===== src/rtl/core/qrs_ram.sv =====
// generic single-port-write ram with registered read
module qrs_ram #(
    parameter int WIDTH = 40,
    parameter int DEPTH = 37,
    parameter int AW    = (DEPTH > 1) ? $clog2(DEPTH) : 1
) (
    input  logic             i_clk,
    input  logic             i_we,
    input  logic [AW-1:0]    i_waddr,
    input  logic [WIDTH-1:0] i_wdata,
    input  logic [AW-1:0]    i_raddr,
    output logic [WIDTH-1:0] o_rdata
);
    logic [WIDTH-1:0] r_mem [DEPTH];
    logic [WIDTH-1:0] r_rdata;

    always_ff @(posedge i_clk) begin
        if (i_we) begin
            r_mem[i_waddr] <= i_wdata;
        end
        r_rdata <= r_mem[i_raddr];
    end

    assign o_rdata = r_rdata;
endmodule


===== config.mk =====
export PLATFORM = sky130hd
export DESIGN_NAME = qrs_ram
export DESIGN_NICKNAME = d
export VERILOG_FILES = /design/src/rtl/core/qrs_ram.sv
export SDC_FILE = /design/constraint.sdc
export NUM_CORES = 1
export LEC_CHECK = 0
export BUFFER_PORTS_ARGS = -buffer_cell sky130_fd_sc_hd__buf_2
export CORE_MARGIN = 4
export CORE_UTILIZATION = 65
export CTS_BUF_LIST = sky130_fd_sc_hd__clkbuf_4
export CTS_CLUSTER_SIZE = 25
export DETAILED_ROUTE_END_ITERATION = 16
export GPL_ROUTABILITY_DRIVEN = 0
export PLACE_DENSITY_LB_ADDON = 0.12
export SYNTH_ARGS = -nofsm -noshare
export SYNTH_HDL_FRONTEND = slang
export SYNTH_SLANG_ARGS = --single-unit

===== constraint.sdc =====
create_clock -name i_clk -period 5.4 [get_ports i_clk]
set_input_delay 1.08 -clock i_clk [delete_from_list [all_inputs] [get_ports i_clk]]
set_output_delay 1.08 -clock i_clk [all_outputs]
set_load 0.005 [all_outputs]

==> results.txt <==
The detailed router finished its first iteration with 3258 violations. The DRC violation count after routing is 0. In the finished design, the share of the clock period the worst path needs comes to 0.533. The origin of the critical flop-to-flop path is r_mem[29][29].

The number of distinct library cells after synthesis is 34. Setup repair after global routing left no endpoint under its margin. Derived from the worst setup path, the maximum achievable clock frequency is 0.347 GHz. For this run, global-route usage on met1 was measured as 0.401. The insertion delay to the later sink of the worst-skew pair came out at 1170 ps. Compared with the post-synthesis result, the final layout area differs by 11.6%. The met3 routing resource usage after global routing came out at 0.0759. The main combinational cell family by area after synthesis is multiplexers. The number of cells in the finished layout apart from fillers is 4818. The power density over the cells is 357 mW/mm2. The first-pass detailed-route iteration total came out at 5. The signal on the critical path passes through buf_2. The total number of cells along the worst setup path is 1. The die covers 0.0952 mm2. The wire length per cell after detailed routing came out at 28.9 um. The number of H-tree levels is 5. After layout, the minimum clock period comes to 2880 ps. When the netlist entered floorplanning its net count stood at 3069.

The total setup violations reported at the end of the flow is 0. The compound-cell area share of the yosys netlist is 0.0717. The data arrival at the endpoint of the critical path came out at 1800 ps. The setup fix buffers added after clock tree synthesis came out at 0. After floorplanning, the core was sized to cover 0.0889 mm2.

For this run, the number of Yosys warnings is 0. The number of rows created at floorplan came out at 109. The number of cells in the design after placement came out at 4178. The worst-case clock buffer depth is 4.

Of the total synthesized cell area, the portion taken by full adders, half adders and majority gates is 0. Of the total synthesized cell area, the portion taken by AND, OR, NAND and NOR gates is 0.00787. The overall fraction of global-route tracks in use came out at 0.294.

The post-DP HPWL is 73.9 mm. In the routed layout, each cell is associated on average with a via count of 6.45. The initial antenna violation count is 5. At the pin with the least slew margin, the transition time is 1270 ps.

The number of max-slew violations in the final report came out at 0. Across the run, the number of max-cap violations was 0. The portion of synthesized area spent on multiplexers is 0.132. The average instance area after synthesis came out at 19.5 um2.

Once the clock tree was built, the resizer swapped 0 gates to a different size. Summing every instance area after synthesis gives 0.0587 mm2. The number of hold buffers added after cts came out at 0. The total negative slack is 0 ps.

The flow ran to the end, and the final reports show no timing, DRC or antenna violations. The placement-stage cell area is 0.0609 mm2. The xor/xnor share of the synthesized area came out at 0.

The clock arrives with 70.7 ps of skew. The post-layout utilization of the core came out at 0.736. Yosys mapped a number of flops with a built-in enable equal to 1480. The buffering stage count on the worst path with inverters included came out at 1.

The number of vias in the routed layout came out at 31100. The count of mapped cells out of synthesis came out at 3015. The largest voltage drop on the vdd net is 0.217 mV.

In the synthesized netlist the dominant register cell turns out to be edfxtp_1. The aggregate routed wire length came out at 139 mm. At the end of the flow, the number of nets in the layout was 3445. The worst register-to-register path has a depth of 5. The worst slew margin relative to its limit is 0.152. The endpoint of the most critical register-to-register path is o_rdata[29]. The worst setup path is launched from a flop. The first global-routing pass estimated 202 mm of wire.

The proportion of register bits with asynchronous set or reset after synthesis came out at 0. The fraction of met2 tracks used by global routing is 0.473. The pin count of the biggest net entering global routing is 74. The total grt overflow is 0.

The share of synthesized area in the top cell type comes to 0.757. The final design instance area without fill came out at 0.0655 mm2. Of the cells placed in the final design, the portion with a size suffix greater than 1 is 0.268. The number of fill cells in the layout is 5350. The share of the yosys chip area belonging to registers came out at 0.771. After clock tree synthesis, the clock-pin slew on the worst setup and hold paths is 80 ps.

The required time of the critical path is 4320 ps. The count of endpoints failing hold in the final timing report is 0. The critical path starts at o_rdata[6]. The clock sink count is 1520.

The maximum net fanout on the critical path is 1. The number of global-route vias before repair is 32200. The static power due to leakage is 22.9 nW. Following the worst setup path forward leads to its endpoint at o_rdata[6]. The clock root buffer is clkbuf_4. The TritonCTS buffer count is 376. Yosys attributes the largest share of cell area to edfxtp_1, mux2i_1, a22oi_1. Counting flops and latches in the post-synthesis netlist gives 1520. The sort of element at the end of the critical path is an output pin.

The floorplan die height is 309 um. The initial utilization of the core area, before any placement, comes to 0.660. The layer flagged by global routing as most heavily used is met2. The reg2reg setup slack came out at 3650 ps. On the critical path, the stage with the largest delay is an instance of dfxtp_1. The critical path is of the reg2out type. The quantity of I/O buffers inserted on ports came out at 93.

In this run the worst hold path is classified as in2reg. The largest total area in the synthesized netlist belongs to edfxtp_1. The die is 309 um wide. The detail route stage leaves a number of antenna-violating nets equal to 0. The largest incremental delay on the critical path came out at 460 ps. The TritonCTS clock tree is yes. The cell family contributing the most delay on the critical path is flip-flops. The top-level I/O count came out at 94.
## where the power goes
part	internal [mW]	switching, mW	leakage [nW]	total [mW]
Sequential	13.0	0.0465	13.7	13.1
Clock	4.85	4.27	2.76	9.12
Combinational	0.425	0.771	6.51	1.20
Total	18.3	5.09	22.9	23.4
## logic make-up (layout without fill, tap and decap cells)
group,after synthesis,in the layout
DFF,1520,1520
other,0,7
AOI/OAI and AO/OA,480,480
muxes,720,720
buffers and inverters,187,818
and+or+nand+nor,108,108
## routing by layer
layer	vias up	part of all wire	wire [um]
li1	13400	-	-
met1	15900	0.39	55000
met2	1592	0.49	68200
met3	203	0.093	13000
met4	0	0.023	3200
met5	-	0	0
## sequential cells by signal, summed over array words and instances (netlist names)
signal   flops
o_rdata     40
r_mem     1480
## cells in the mapped netlist (all sizes together), types with 4 or more instances
master     n
edfxtp  1480
mux2i    640
a22oi    160
buf       99
clkbuf    88
a21oi     80
a221oi    80
a22o      80
nand2     46
dfxtp     40
mux2      40
mux4      40
o22ai     40
o41ai     40
nor2      39
nor2b      5
nand2b     4
nand3      4
## cell usage in the layout, fill, tap and decap left out, drive strengths merged
| cell type | synthesis | routed |
|---|---|---|
| nand2 | 46 | 46 |
| clkbuf | 88 | 553 |
| mux2i | 640 | 640 |
| nand3 | 4 | 4 |
| a22oi | 160 | 160 |
| mux4 | 40 | 40 |
| o22ai | 40 | 40 |
| nor2 | 39 | 39 |
| dfxtp | 40 | 40 |
| diode | 0 | 7 |
| bufinv | 0 | 4 |
| nand2b | 4 | 4 |
| nand4b | 1 | 1 |
| clkinvlp | 0 | 2 |
| o41ai | 40 | 40 |
| a21oi | 80 | 80 |
| nor2b | 5 | 5 |
| inv | 0 | 5 |
| nor3 | 2 | 2 |
| mux2 | 40 | 40 |
| nand4 | 2 | 2 |
| or3b | 1 | 1 |
| buf | 99 | 185 |
| or2 | 1 | 1 |
| or3 | 1 | 1 |
| a221oi | 80 | 80 |
| and2 | 1 | 1 |
| clkinv | 0 | 69 |
| nand3b | 1 | 1 |
| edfxtp | 1480 | 1480 |
| a22o | 80 | 80 |
## stage by stage
step	worst slack [ps]	total power, mW	hold WS (ps)
after floorplan	780	14.0	543
after global placement	1620	14.5	559
after detailed placement	1590	14.5	561
after CTS	2400	23.6	304
after global routing	2390	24.3	324
final	2520	23.4	413
## worst min-delay path by stage
| stage | slack (ps) | startpoint | cells past startpoint | to |
|---|---|---|---|---|
| floorplan | 540 | r_mem[36][0] | 3 | o_rdata[0] |
| global placement | 560 | r_mem[36][24] | 3 | o_rdata[24] |
| detailed placement | 560 | r_mem[36][6] | 3 | o_rdata[6] |
| CTS | 300 | i_wdata[0] | 1 | r_mem[23][0] |
| global route | 320 | i_wdata[0] | 1 | r_mem[23][0] |
| finish | 410 | i_wdata[0] | 1 | r_mem[23][0] |
## area by class of cell
class	count	area (um2)	share of cell area
sequential	1520	45200	0.691
multi-input combinational	1308	12700	0.194
clock buffer	553	4150	0.0634
tap	1165	1460	0.0223
timing repair buffer	185	1440	0.0219
clock inverter	80	435	0.00665
antenna	7	17.5	0.000268
(Power assumes the default switching activity.)
